===== src/sv/mcpid_pkg.sv =====
// Shared types, constants and saturating helpers for the multi-channel PID block.
// No dependencies; imported by mcpid_ctrl, mcpid_dp and the top level.
`timescale 1ns / 1ps
`default_nettype none

package mcpid_pkg;

	localparam int LEGS_DEF      = 4;
	localparam int FRAC_BITS_DEF = 16;
	localparam int AXES          = 3;

	localparam int DATA_W    = 32;
	localparam int GAIN_W    = 31;
	localparam int LEG_W     = 2;
	localparam int AXIS_W    = 2;
	localparam int CFG_IDX_W = 3;

	localparam logic [CFG_IDX_W-1:0] REG_PROP_GAIN   = 3'd0;
	localparam logic [CFG_IDX_W-1:0] REG_INTEG_GAIN  = 3'd1;
	localparam logic [CFG_IDX_W-1:0] REG_DERIV_GAIN  = 3'd2;
	localparam logic [CFG_IDX_W-1:0] REG_HALF_PERIOD = 3'd3;
	localparam logic [CFG_IDX_W-1:0] REG_DERIV_SCALE = 3'd4;
	localparam logic [CFG_IDX_W-1:0] REG_DERIV_POLE  = 3'd5;

	localparam logic [GAIN_W-1:0]        PROP_GAIN_RST   = 31'd65536000;
	localparam logic [GAIN_W-1:0]        INTEG_GAIN_RST  = 31'd0;
	localparam logic [GAIN_W-1:0]        DERIV_GAIN_RST  = 31'd1310720;
	localparam logic [GAIN_W-1:0]        HALF_PERIOD_RST = 31'd33;
	localparam logic [GAIN_W-1:0]        DERIV_SCALE_RST = 31'd23627694;
	localparam logic signed [DATA_W-1:0] DERIV_POLE_RST  = -32'sd41907;

	localparam logic [AXIS_W-1:0] LAST_AXIS = 2'd2;

	typedef enum logic [2:0] {
		ST_IDLE,
		ST_LOAD,
		ST_MUL,
		ST_FIX,
		ST_WRITE,
		ST_FINISH
	} state_t;

	typedef enum logic [2:0] {
		OP_P,
		OP_IH,
		OP_IK,
		OP_DS,
		OP_DK,
		OP_DP
	} op_t;

	typedef struct packed {
		logic              capture;
		logic              load;
		logic              mul;
		logic              fix;
		logic              write;
		logic              finish;
		op_t               op;
		logic [AXIS_W-1:0] axis;
	} dp_cmd_t;

	localparam logic signed [63:0] SAT_MAX = 64'sd2147483647;
	localparam logic signed [63:0] SAT_MIN = -64'sd2147483648;

	function automatic logic signed [DATA_W-1:0] sat64(input logic signed [63:0] v);
		if (v > SAT_MAX)
			return 32'sh7fffffff;
		else if (v < SAT_MIN)
			return 32'sh80000000;
		else
			return signed'(v[DATA_W-1:0]);
	endfunction

	function automatic logic signed [DATA_W-1:0] sat33(input logic signed [DATA_W:0] s);
		if (s[DATA_W] != s[DATA_W-1])
			return s[DATA_W] ? 32'sh80000000 : 32'sh7fffffff;
		else
			return signed'(s[DATA_W-1:0]);
	endfunction

	function automatic logic signed [DATA_W-1:0] add_sat(
		input logic signed [DATA_W-1:0] a,
		input logic signed [DATA_W-1:0] b
	);
		return sat33(33'(a) + 33'(b));
	endfunction

	function automatic logic signed [DATA_W-1:0] sub_sat(
		input logic signed [DATA_W-1:0] a,
		input logic signed [DATA_W-1:0] b
	);
		return sat33(33'(a) - 33'(b));
	endfunction

	// fold a channel code into range by repeated subtraction
	function automatic logic [LEG_W-1:0] leg_fold(input logic [LEG_W-1:0] v, input int legs);
		logic [LEG_W-1:0] r;
		r = v;
		for (int k = 0; k < 3; k++) begin
			if (int'(r) >= legs)
				r = r - LEG_W'(legs);
		end
		return r;
	endfunction

endpackage

`default_nettype wire


===== src/sv/mcpid_ram.sv =====
// Generic single-write, single-read RAM with registered read data.
// No dependencies.
`timescale 1ns / 1ps
`default_nettype none

module mcpid_ram #(
	parameter int WIDTH = 32,
	parameter int DEPTH = 12
) (
	input  wire logic                     clk,
	input  wire logic                     we,
	input  wire logic [$clog2(DEPTH)-1:0] wr_addr,
	input  wire logic [WIDTH-1:0]         wr_data,
	input  wire logic [$clog2(DEPTH)-1:0] rd_addr,
	output logic      [WIDTH-1:0]         rd_data
);

	logic [WIDTH-1:0] mem_q [DEPTH];

	always_ff @(posedge clk) begin
		if (we)
			mem_q[wr_addr] <= wr_data;
		rd_data <= mem_q[rd_addr];
	end

endmodule

`default_nettype wire


===== src/sv/mcpid_ctrl.sv =====
// Controller: sequences load, six multiplies per axis, write-back and output hand-off.
// Depends on mcpid_pkg.
`timescale 1ns / 1ps
`default_nettype none

module mcpid_ctrl import mcpid_pkg::*; (
	input  wire logic clk,
	input  wire logic arst_n,
	input  wire logic in_valid,
	output logic      in_stall,
	output logic      out_valid,
	input  wire logic out_stall,
	output dp_cmd_t   cmd
);

	state_t            state_q, state_d;
	op_t               op_q, op_d;
	logic [AXIS_W-1:0] axis_q, axis_d;
	logic              out_valid_q, out_valid_d;

	always_ff @(posedge clk or negedge arst_n) begin
		if (!arst_n) begin
			state_q     <= ST_IDLE;
			op_q        <= OP_P;
			axis_q      <= '0;
			out_valid_q <= 1'b0;
		end else begin
			state_q     <= state_d;
			op_q        <= op_d;
			axis_q      <= axis_d;
			out_valid_q <= out_valid_d;
		end
	end

	always_comb begin
		state_d     = state_q;
		op_d        = op_q;
		axis_d      = axis_q;
		out_valid_d = out_valid_q && out_stall;
		cmd         = '0;
		cmd.op      = op_q;
		cmd.axis    = axis_q;
		unique case (state_q)
			ST_IDLE: begin
				if (in_valid) begin
					cmd.capture = 1'b1;
					axis_d      = '0;
					state_d     = ST_LOAD;
				end
			end
			ST_LOAD: begin
				cmd.load = 1'b1;
				op_d     = OP_P;
				state_d  = ST_MUL;
			end
			ST_MUL: begin
				cmd.mul = 1'b1;
				state_d = ST_FIX;
			end
			ST_FIX: begin
				cmd.fix = 1'b1;
				unique case (op_q)
					OP_P:    op_d = OP_IH;
					OP_IH:   op_d = OP_IK;
					OP_IK:   op_d = OP_DS;
					OP_DS:   op_d = OP_DK;
					OP_DK:   op_d = OP_DP;
					default: op_d = OP_P;
				endcase
				state_d = (op_q == OP_DP) ? ST_WRITE : ST_MUL;
			end
			ST_WRITE: begin
				cmd.write = 1'b1;
				if (axis_q == LAST_AXIS) begin
					state_d = ST_FINISH;
				end else begin
					axis_d  = axis_q + AXIS_W'(1);
					state_d = ST_LOAD;
				end
			end
			ST_FINISH: begin
				// hold until the previous item has left the output register
				if (!out_valid_q || !out_stall) begin
					cmd.finish  = 1'b1;
					out_valid_d = 1'b1;
					state_d     = ST_IDLE;
				end
			end
			default: state_d = ST_IDLE;
		endcase
	end

	assign in_stall  = (state_q != ST_IDLE);
	assign out_valid = out_valid_q;

endmodule

`default_nettype wire


===== src/sv/mcpid_dp.sv =====
// Datapath: configuration registers, input capture, shared 32x32 multiplier,
// saturation, integral/derivative stores with valid bits, output registers.
// Depends on mcpid_pkg and mcpid_ram.
`timescale 1ns / 1ps
`default_nettype none

module mcpid_dp import mcpid_pkg::*; #(
	parameter int LEGS      = LEGS_DEF,
	parameter int FRAC_BITS = FRAC_BITS_DEF
) (
	input  wire logic                        clk,
	input  wire logic                        arst_n,
	input  wire dp_cmd_t                     cmd,
	input  wire logic                        cfg_we,
	input  wire logic [CFG_IDX_W-1:0]        cfg_index,
	input  wire logic [DATA_W-1:0]           cfg_data,
	input  wire logic [LEG_W-1:0]            leg_index,
	input  wire logic signed [DATA_W-1:0]    err_x,
	input  wire logic signed [DATA_W-1:0]    err_y,
	input  wire logic signed [DATA_W-1:0]    err_z,
	input  wire logic signed [DATA_W-1:0]    prev_err_x,
	input  wire logic signed [DATA_W-1:0]    prev_err_y,
	input  wire logic signed [DATA_W-1:0]    prev_err_z,
	output logic signed [DATA_W-1:0]         drive_x,
	output logic signed [DATA_W-1:0]         drive_y,
	output logic signed [DATA_W-1:0]         drive_z
);

	localparam int DEPTH  = LEGS * AXES;
	localparam int SLOT_W = $clog2(DEPTH);

	logic [GAIN_W-1:0]        kp_q, ki_q, kd_q, h_q, s_q;
	logic signed [DATA_W-1:0] pole_q;

	logic [LEG_W-1:0]         leg_q;
	logic signed [DATA_W-1:0] err_q [AXES];
	logic signed [DATA_W-1:0] perr_q [AXES];
	logic signed [DATA_W-1:0] sum_q, diff_q;
	logic [SLOT_W-1:0]        slot_q, slot_d;
	logic [DEPTH-1:0]         valid_q;

	logic signed [DATA_W-1:0] op_a, op_b, fres;
	logic signed [63:0]       prod_s1;
	logic signed [DATA_W-1:0] t_q, p_q, i_q, u_q, d_q;
	logic signed [DATA_W-1:0] tot_q [AXES];

	logic [DATA_W-1:0]        irdata, drdata;
	logic signed [DATA_W-1:0] iprev, dprev;

	always_ff @(posedge clk or negedge arst_n) begin
		if (!arst_n) begin
			kp_q   <= PROP_GAIN_RST;
			ki_q   <= INTEG_GAIN_RST;
			kd_q   <= DERIV_GAIN_RST;
			h_q    <= HALF_PERIOD_RST;
			s_q    <= DERIV_SCALE_RST;
			pole_q <= DERIV_POLE_RST;
		end else if (cfg_we) begin
			unique case (cfg_index)
				REG_PROP_GAIN:   kp_q   <= cfg_data[GAIN_W-1:0];
				REG_INTEG_GAIN:  ki_q   <= cfg_data[GAIN_W-1:0];
				REG_DERIV_GAIN:  kd_q   <= cfg_data[GAIN_W-1:0];
				REG_HALF_PERIOD: h_q    <= cfg_data[GAIN_W-1:0];
				REG_DERIV_SCALE: s_q    <= cfg_data[GAIN_W-1:0];
				REG_DERIV_POLE:  pole_q <= signed'(cfg_data);
				default: ;
			endcase
		end
	end

	assign slot_d = SLOT_W'(leg_q) * SLOT_W'(AXES) + SLOT_W'(cmd.axis);

	always_ff @(posedge clk or negedge arst_n) begin
		if (!arst_n)
			valid_q <= '0;
		else if (cmd.write)
			valid_q[slot_q] <= 1'b1;
	end

	assign iprev = valid_q[slot_q] ? signed'(irdata) : '0;
	assign dprev = valid_q[slot_q] ? signed'(drdata) : '0;

	always_comb begin
		case (cmd.op)
			OP_P: begin
				op_a = signed'({1'b0, kp_q});
				op_b = err_q[cmd.axis];
			end
			OP_IH: begin
				op_a = signed'({1'b0, h_q});
				op_b = sum_q;
			end
			OP_IK: begin
				op_a = signed'({1'b0, ki_q});
				op_b = t_q;
			end
			OP_DS: begin
				op_a = signed'({1'b0, s_q});
				op_b = diff_q;
			end
			OP_DK: begin
				op_a = signed'({1'b0, kd_q});
				op_b = t_q;
			end
			default: begin
				op_a = pole_q;
				op_b = dprev;
			end
		endcase
	end

	// arithmetic shift gives the floor of the scaled product
	assign fres = sat64(prod_s1 >>> FRAC_BITS);

	always_ff @(posedge clk) begin
		if (cmd.capture) begin
			leg_q     <= leg_fold(leg_index, LEGS);
			err_q[0]  <= err_x;
			err_q[1]  <= err_y;
			err_q[2]  <= err_z;
			perr_q[0] <= prev_err_x;
			perr_q[1] <= prev_err_y;
			perr_q[2] <= prev_err_z;
		end
		if (cmd.load) begin
			sum_q  <= add_sat(err_q[cmd.axis], perr_q[cmd.axis]);
			diff_q <= sub_sat(err_q[cmd.axis], perr_q[cmd.axis]);
			slot_q <= slot_d;
		end
		if (cmd.mul)
			prod_s1 <= 64'(op_a) * 64'(op_b);
		if (cmd.fix) begin
			case (cmd.op)
				OP_P:    p_q <= fres;
				OP_IH:   t_q <= fres;
				OP_IK:   i_q <= add_sat(fres, iprev);
				OP_DS:   t_q <= fres;
				OP_DK:   u_q <= fres;
				default: d_q <= sub_sat(u_q, fres);
			endcase
		end
		if (cmd.write)
			tot_q[cmd.axis] <= add_sat(add_sat(p_q, i_q), d_q);
		if (cmd.finish) begin
			drive_x <= tot_q[0];
			drive_y <= tot_q[1];
			drive_z <= tot_q[2];
		end
	end

	mcpid_ram #(
		.WIDTH(DATA_W),
		.DEPTH(DEPTH)
	) u_integ_ram (
		.clk    (clk),
		.we     (cmd.write),
		.wr_addr(slot_q),
		.wr_data(i_q),
		.rd_addr(slot_q),
		.rd_data(irdata)
	);

	mcpid_ram #(
		.WIDTH(DATA_W),
		.DEPTH(DEPTH)
	) u_deriv_ram (
		.clk    (clk),
		.we     (cmd.write),
		.wr_addr(slot_q),
		.wr_data(d_q),
		.rd_addr(slot_q),
		.rd_data(drdata)
	);

endmodule

`default_nettype wire


===== src/sv/multi_channel_pid_filtered_derivative.sv =====
// Top level of the multi-channel three-axis PID step with filtered derivative.
// Depends on mcpid_pkg, mcpid_ctrl, mcpid_dp (and mcpid_ram through mcpid_dp).
//
//   channel  handshake              payload
//   in       in_valid / in_stall    leg_index, err_x/y/z, prev_err_x/y/z
//   out      out_valid / out_stall  drive_x, drive_y, drive_z
//   cfg      cfg_we                 cfg_index, cfg_data
//
// Per item: accept, then per axis a load step, six multiplies (each a multiply and a fix step)
// through the single shared 32x32 multiplier, and a write-back step, then the hand-off.
// Stores are valid-bit masked, so reset needs no clearing pass.
// The output register holds a finished item while the next one is computed; hand-off
// of the next item waits while out_stall holds the previous one.
`timescale 1ns / 1ps
`default_nettype none

module multi_channel_pid_filtered_derivative import mcpid_pkg::*; #(
	parameter int LEGS      = LEGS_DEF,
	parameter int FRAC_BITS = FRAC_BITS_DEF
) (
	input  wire logic                     clk,
	input  wire logic                     arst_n,
	input  wire logic                     cfg_we,
	input  wire logic [CFG_IDX_W-1:0]     cfg_index,
	input  wire logic [DATA_W-1:0]        cfg_data,
	input  wire logic                     in_valid,
	output logic                          in_stall,
	input  wire logic [LEG_W-1:0]         leg_index,
	input  wire logic signed [DATA_W-1:0] err_x,
	input  wire logic signed [DATA_W-1:0] err_y,
	input  wire logic signed [DATA_W-1:0] err_z,
	input  wire logic signed [DATA_W-1:0] prev_err_x,
	input  wire logic signed [DATA_W-1:0] prev_err_y,
	input  wire logic signed [DATA_W-1:0] prev_err_z,
	output logic                          out_valid,
	input  wire logic                     out_stall,
	output logic signed [DATA_W-1:0]      drive_x,
	output logic signed [DATA_W-1:0]      drive_y,
	output logic signed [DATA_W-1:0]      drive_z
);

	dp_cmd_t cmd;

	mcpid_ctrl u_ctrl (
		.clk      (clk),
		.arst_n   (arst_n),
		.in_valid (in_valid),
		.in_stall (in_stall),
		.out_valid(out_valid),
		.out_stall(out_stall),
		.cmd      (cmd)
	);

	mcpid_dp #(
		.LEGS     (LEGS),
		.FRAC_BITS(FRAC_BITS)
	) u_dp (
		.clk       (clk),
		.arst_n    (arst_n),
		.cmd       (cmd),
		.cfg_we    (cfg_we),
		.cfg_index (cfg_index),
		.cfg_data  (cfg_data),
		.leg_index (leg_index),
		.err_x     (err_x),
		.err_y     (err_y),
		.err_z     (err_z),
		.prev_err_x(prev_err_x),
		.prev_err_y(prev_err_y),
		.prev_err_z(prev_err_z),
		.drive_x   (drive_x),
		.drive_y   (drive_y),
		.drive_z   (drive_z)
	);

	a_busy_after_accept: assert property (@(posedge clk) disable iff (!arst_n)
		(in_valid && !in_stall) |=> in_stall)
		else $error("input not stalled after an accepted item");

	a_result_from_busy: assert property (@(posedge clk) disable iff (!arst_n)
		$rose(out_valid) |-> $past(in_stall))
		else $error("result appeared without an item in progress");

	a_handoff_clear: assert property (@(posedge clk) disable iff (!arst_n)
		cmd.finish |-> (!out_valid || !out_stall))
		else $error("output register overwritten while stalled");

endmodule

`default_nettype wire

===== config.mk =====
export PLATFORM = sky130hd
export DESIGN_NAME = multi_channel_pid_filtered_derivative
export DESIGN_NICKNAME = d
export VERILOG_FILES = /design/src/sv/mcpid_pkg.sv /design/src/sv/mcpid_ram.sv /design/src/sv/mcpid_ctrl.sv /design/src/sv/mcpid_dp.sv /design/src/sv/multi_channel_pid_filtered_derivative.sv
export SDC_FILE = /design/constraint.sdc
export NUM_CORES = 2
export LEC_CHECK = 0
export ABC_CLOCK_PERIOD_IN_PS = 21400
export BUFFER_PORTS_ARGS = -buffer_cell sky130_fd_sc_hd__buf_4
export CAP_MARGIN = 20
export CORE_MARGIN = 2
export CORE_UTILIZATION = 59
export CTS_CLUSTER_DIAMETER = 80
export CTS_CLUSTER_SIZE = 20
export DETAILED_ROUTE_END_ITERATION = 10
export PLACE_DENSITY = 0.76
export SLEW_MARGIN = 10
export SYNTH_ARGS = -nofsm -noshare
export SYNTH_HDL_FRONTEND = slang
export SYNTH_SLANG_ARGS = --single-unit

===== constraint.sdc =====
create_clock -name clk -period 21.4 [get_ports clk]
set_input_delay 1.07 -clock clk [delete_from_list [all_inputs] [get_ports clk]]
set_output_delay 1.07 -clock clk [all_outputs]
set_load 0.03 [all_outputs]

Word-level counts from Yosys, hierarchy flattened. Memories as Yosys holds them, arrays and structs flattened. A register that Yosys moved wholly into a read port is not among the register bits. Index checks and enable logic that the tools add are counted. Widths: inputs -> output; s select.

Register bits: 502. Latch bits: 0. Memory bits (writable): 1056. Bits in read-only memories: 0. Output and inout bits: 98. Memories: 5.

$add $sub $neg: 8. Multiply operators: 2. Div/mod/pow operators: 0. $lt $le $gt $ge: 4. Eq/ne operators: 25. Shifts and indexed selects: 0. Mux-type cells: 48. Bitwise gates (word level): 2. Reductions and logical operators: 27.

Memories: u_dp.u_deriv_ram.mem_q (words 12, bits a word 32, read ports 1, clocked after memory_dff 1, write ports 1, RTL line mcpid_ram.sv:18) `logic [WIDTH-1:0] mem_q [DEPTH];`; u_dp.u_integ_ram.mem_q (words 12, bits a word 32, read ports 1, clocked after memory_dff 1, write ports 1, RTL line mcpid_ram.sv:18); u_dp.err_q (words 3, bits a word 32, read ports 1, clocked after memory_dff 0, write ports 3, RTL line mcpid_dp.sv:36) `logic signed [DATA_W-1:0] err_q [AXES];`; u_dp.perr_q (words 3, bits a word 32, read ports 1, clocked after memory_dff 0, write ports 3, RTL line mcpid_dp.sv:37) `logic signed [DATA_W-1:0] perr_q [AXES];`; u_dp.tot_q (words 3, bits a word 32, read ports 3, clocked after memory_dff 3, write ports 1, RTL line mcpid_dp.sv:45) `logic signed [DATA_W-1:0] tot_q [AXES];`.

Operators by type and width (count): $mux 32 (18); $pmux 32 s5 (1); $add 32x32->33 (4); $pmux 32 s4 (1); $sub 32x32->33 (2); $mul 32x32->64 (1); $gt 48x32->1 const B (1); $lt 48x32->1 const B (1); $reduce_and 2->1 (12); $eq 3x2->1 const B (6); $eq 3x3->1 const B (6); $pmux 3 s6 (1); $mux 1 (16); $pmux 3 s5 (1); $mux 3 (4); $or 12x12->12 (1); $eq 3x1->1 const B (3); $logic_not 3->1 (3); $ne 1x1->1 (6); $pmux 3 s2 (1); $lt 4x5->1 const B (1); $reduce_or 5->1 (1); $add 4x2->4 (1); $bmux 1 s4 (1); 17 further kinds (23).

Longest topological paths before layout.
Depth in word-level cells: 8. Mapped depth: 39. Depth with buffers taken out: 35.

Hierarchy. A second synthesis with hierarchy kept.

Cell total of the unflattened synthesis: 8686. Area total of the unflattened synthesis: 108845.6 um2.

By module, submodules not included: mcpid_dp (instances 1, cells an instance 7303, area each 77948.5 um2, sequential area each 24917.6 um2); mcpid_ram (instances 2, cells an instance 664, area each 15173.3 um2, sequential area each 12171.7 um2); mcpid_ctrl (instances 1, cells an instance 55, area each 550.5 um2, sequential area each 225.2 um2).

Least setup slack after synthesis. OpenSTA, ideal clock, no wires.

Path type: reg2reg. Start point: reg u_ctrl.op_q[0]. End point: reg u_dp.prod_s1[63] (data pin). Library setup time: 0.256 ns. Arrival: 9.636 ns. Path slack: 11.508 ns. Stages on the path, launching flop included: 35. Buffers on the path: 6. Cell sequence: dfrtp_1 buf_4 or2_2 clkbuf_1 nand2_1 clkbuf_1 a21oi_1 clkbuf_1 and2_1 clkbuf_1 nand2_1 inv_1 fa_1 fa_1 fa_1 fa_1 inv_1 fa_1 inv_1 fa_1 fa_1 fa_1 ha_1 clkbuf_1 a21oi_1 o21bai_1 a21o_1 a21o_1 a21o_1 a21oi_1 o21bai_1 a2111oi_0 nor3_1 a2111o_1 o211a_1.

Longest elaborated chain between the ends: 4.

Ends and longest elaborated chain: start, declared (RTL line mcpid_ctrl.sv:17) `op_t op_q, op_d;`; start signal, assigned (RTL line mcpid_ctrl.sv:29) `op_q <= op_d;`; $eq 3x2->1 / $eq 3x3->1 (equally long branches); $reduce_or 2->1 (no source line); $pmux 32 s4 (RTL line mcpid_dp.sv:84) `case (cmd.op)`; $mul 32x32->64 (*) (RTL line mcpid_dp.sv:131) `prod_s1 <= 64'(op_a) * 64'(op_b);`; end signal, assigned (RTL line mcpid_dp.sv:131); end, declared (RTL line mcpid_dp.sv:43) `logic signed [63:0] prod_s1;`.

Every way passes the cells marked *; elsewhere a longest branch is shown, timed or not. A chain may end at the register's enable or synchronous reset.

Final worst setup path.
Start point: reg u_dp.slot_q[1]. End point: reg u_dp.prod_s1[63] (data pin).

Longest elaborated chain between the ends: 5.

Ends and longest elaborated chain: start, declared (RTL line mcpid_dp.sv:39) `logic [SLOT_W-1:0] slot_q, slot_d;`; start signal, assigned (RTL line mcpid_dp.sv:128) `slot_q <= slot_d;`; $bmux 1 s4 (RTL line mcpid_dp.sv:81) `assign dprev = valid_q[slot_q] ? signed'(drdata) : '0;`; $mux 1 (not written as such) (RTL line mcpid_dp.sv:81); $mux 32 (RTL line mcpid_dp.sv:81); $pmux 32 s4 (RTL line mcpid_dp.sv:84); $mul 32x32->64 (RTL line mcpid_dp.sv:131).

No other way between the ends. The select of a mux whose other input is x is not followed.

==> metrics.cfg <==
[worst_setup_path]
crit_path_end_kind=flip-flop
cpPeakStageDelay_ns=1.05
crit_top_cell=fa_1
cp_max_fo=68
cp_slowest_cell=fa_1
cp.required_ns=21.90
path_class=reg -> reg
r2r_start=u_dp.slot_q[1]
path_delay_family=adder cells
cp-startpoint=u_dp.slot_q[1]
crit_arrival_ns=12.43
timing.critical_path.buf_inv=9
critPathLaunchType=flip-flop

[timing]
slew_violations=0
fin_ws_ns=9.47
clock_skew_ns=0.0944
slew_headroom=0.159
final-hold-violation-count=0
period_share=0.557
period_minus_slack_ns=11.93
worst_slew_pin_slew_ns=1.25
max_freq_ghz=0.0838
finalSetupViolCount=0
finalSetupTns_ns=0
rsz0062_at_grt=no

[global_routing]
antenna_found_initial=32
grt_use_total=0.331
grt_overflow=0
grt_max_degree=113
grt_pass1_vias=72300
grt_pass1_wl_mm=459

[detailed_routing]
drc_errors=0
vias=70600
wl_mm=306
ant_nets=0
drt_iter0_drc=7577
wl_per_cell_um=26.6
via_per_inst=6.14
firstDrtPassIters=6

[status]
status=complete, no violations

[place]
dp_hpwl_mm=229
port_buffers=331
place_congestion=0.989
pre_cts_ws_ns=9.52

[cts]
cts_setup_buffers=0
cts.sink_count=1702
cts_tree=yes
cts_buffers=102
htreeDepth=3
cts_resized=0
hold_buffers=0
path_clk_slew_ns=0.08
worst_skew_pair.late_latency_ns=0.81
max-clock-path-buffers=3
root_buffer=clkbuf_16

[final_layout]
layout_commonest_cell=edfxtp_1
layout_common_cells=edfxtp_1, inv_1, fa_1, nand2_1, nor2_1
drive_above_1_share=0.136
fin_nets=10600
syn2layout_area_growth_pct=8.31

[synth]
syn-cell-area_um2=109000
ys_ff_latch=1702
yosysWarnings=0
yosysTopAreaCellShare=0.392
synth_top_cells_by_area=edfxtp_1, fa_1, mux4_2, ha_1, inv_1
ys.flop_type=edfxtp_1
async_reset_ff_frac=0.122
syn_area_per_cell_um2=12.5
synth_nets=10400
synthCells=8726
seq_area_frac_synth=0.452
ys_types=91
synth_edf_count=1430
yosys.area.top_type=edfxtp_1

[floorplan]
core_um2=185000
ioPinCount=332
fp-row-count=158
start_util=0.592
die_area_um2=189000
die_w_um=435
die_h_um=435

[worst_hold_path]
worstHoldPathType=in -> async

[run]
maxCapViolCount=0

==> through the flow <==
step,utilization,instances,hold slack [ns],cell area [um^2]
6_report,0.641,11500,0.289,118000
5_1_grt,0.641,11500,0.365,118000
4_1_cts,0.640,11500,0.306,118000
3_5_place_dp,0.623,11300,0.405,115000
3_3_place_gp,0.623,11300,0.401,115000
2_1_floorplan,-,8726,0.400,109000
==> cell usage after synthesis, drive strengths merged, types with 70 or more instances <==
master / instances
nand2: 760
and2: 70
mux4: 217
fa: 1089
dfrtp: 161
o21ai: 305
mux2: 207
a21o: 161
ha: 377
clkbuf: 354
nor2: 723
a21oi: 328
nand2b: 83
maj3: 92
mux2i: 168
xnor2: 168
inv: 1111
edfxtp: 1430
o21a: 83
==> layer usage <==
metal,global-route usage,share of wire,vias to the layer above
li1,-,-,30100
met1,0.458,0.39,36000
met2,0.500,0.45,3741
met3,0.0725,0.10,734
met4,0.162,0.059,20
met5,0,0.00044,-
==> cells by family after synthesis <==
| kind of cell | count (synthesis) | synth area share |
|---|---|---|
| compound gates | 1174 | 0.0682 |
| xor+xnor | 221 | 0.0177 |
| fa+ha+maj | 1558 | 0.251 |
| buf+inv | 1533 | 0.0529 |
| flops | 1702 | 0.452 |
| mux | 592 | 0.0813 |
| simple gates | 1946 | 0.0768 |
==> cell type report <==
cell class,instances,area (um^2)
Fill cell,13600,66300
Multi-Input combinational cell,5491,54600
Sequential cell,1702,49500
Inverter,1112,4170
Timing Repair Buffer,513,3940
Tap cell,2480,3100
Clock buffer,168,2820
Clock inverter,23,355
Antenna cell,15,37.5
==> flip-flops by register name, summed over array words and instances (netlist names), 48 cells and up <==
name,flops
u_dp.u_deriv_ram.mem_q,384
u_dp.err_q,96
u_dp.perr_q,96
u_dp.u_integ_ram.mem_q,384
u_dp.tot_q,96
u_dp.prod_s1,48
==> path summary, 6_finish.rpt <==
check | slack, ns | to | depth (start not counted)
min in group clk | 0.42 | drive_z[26] | 0
min reg2reg | 0.42 | drive_z[26] | 0
max reg2reg | 9.47 | u_dp.prod_s1[63] | 33
max | 9.47 | u_dp.prod_s1[63] | 33
max in group asynchronous | 18.94 | u_ctrl.op_q[2] | 3
min | 0.29 | u_dp.ki_q[9] | 1
Power is not shown: default switching activity piles up to over one toggle a cycle in this logic, so the estimate is an artifact.
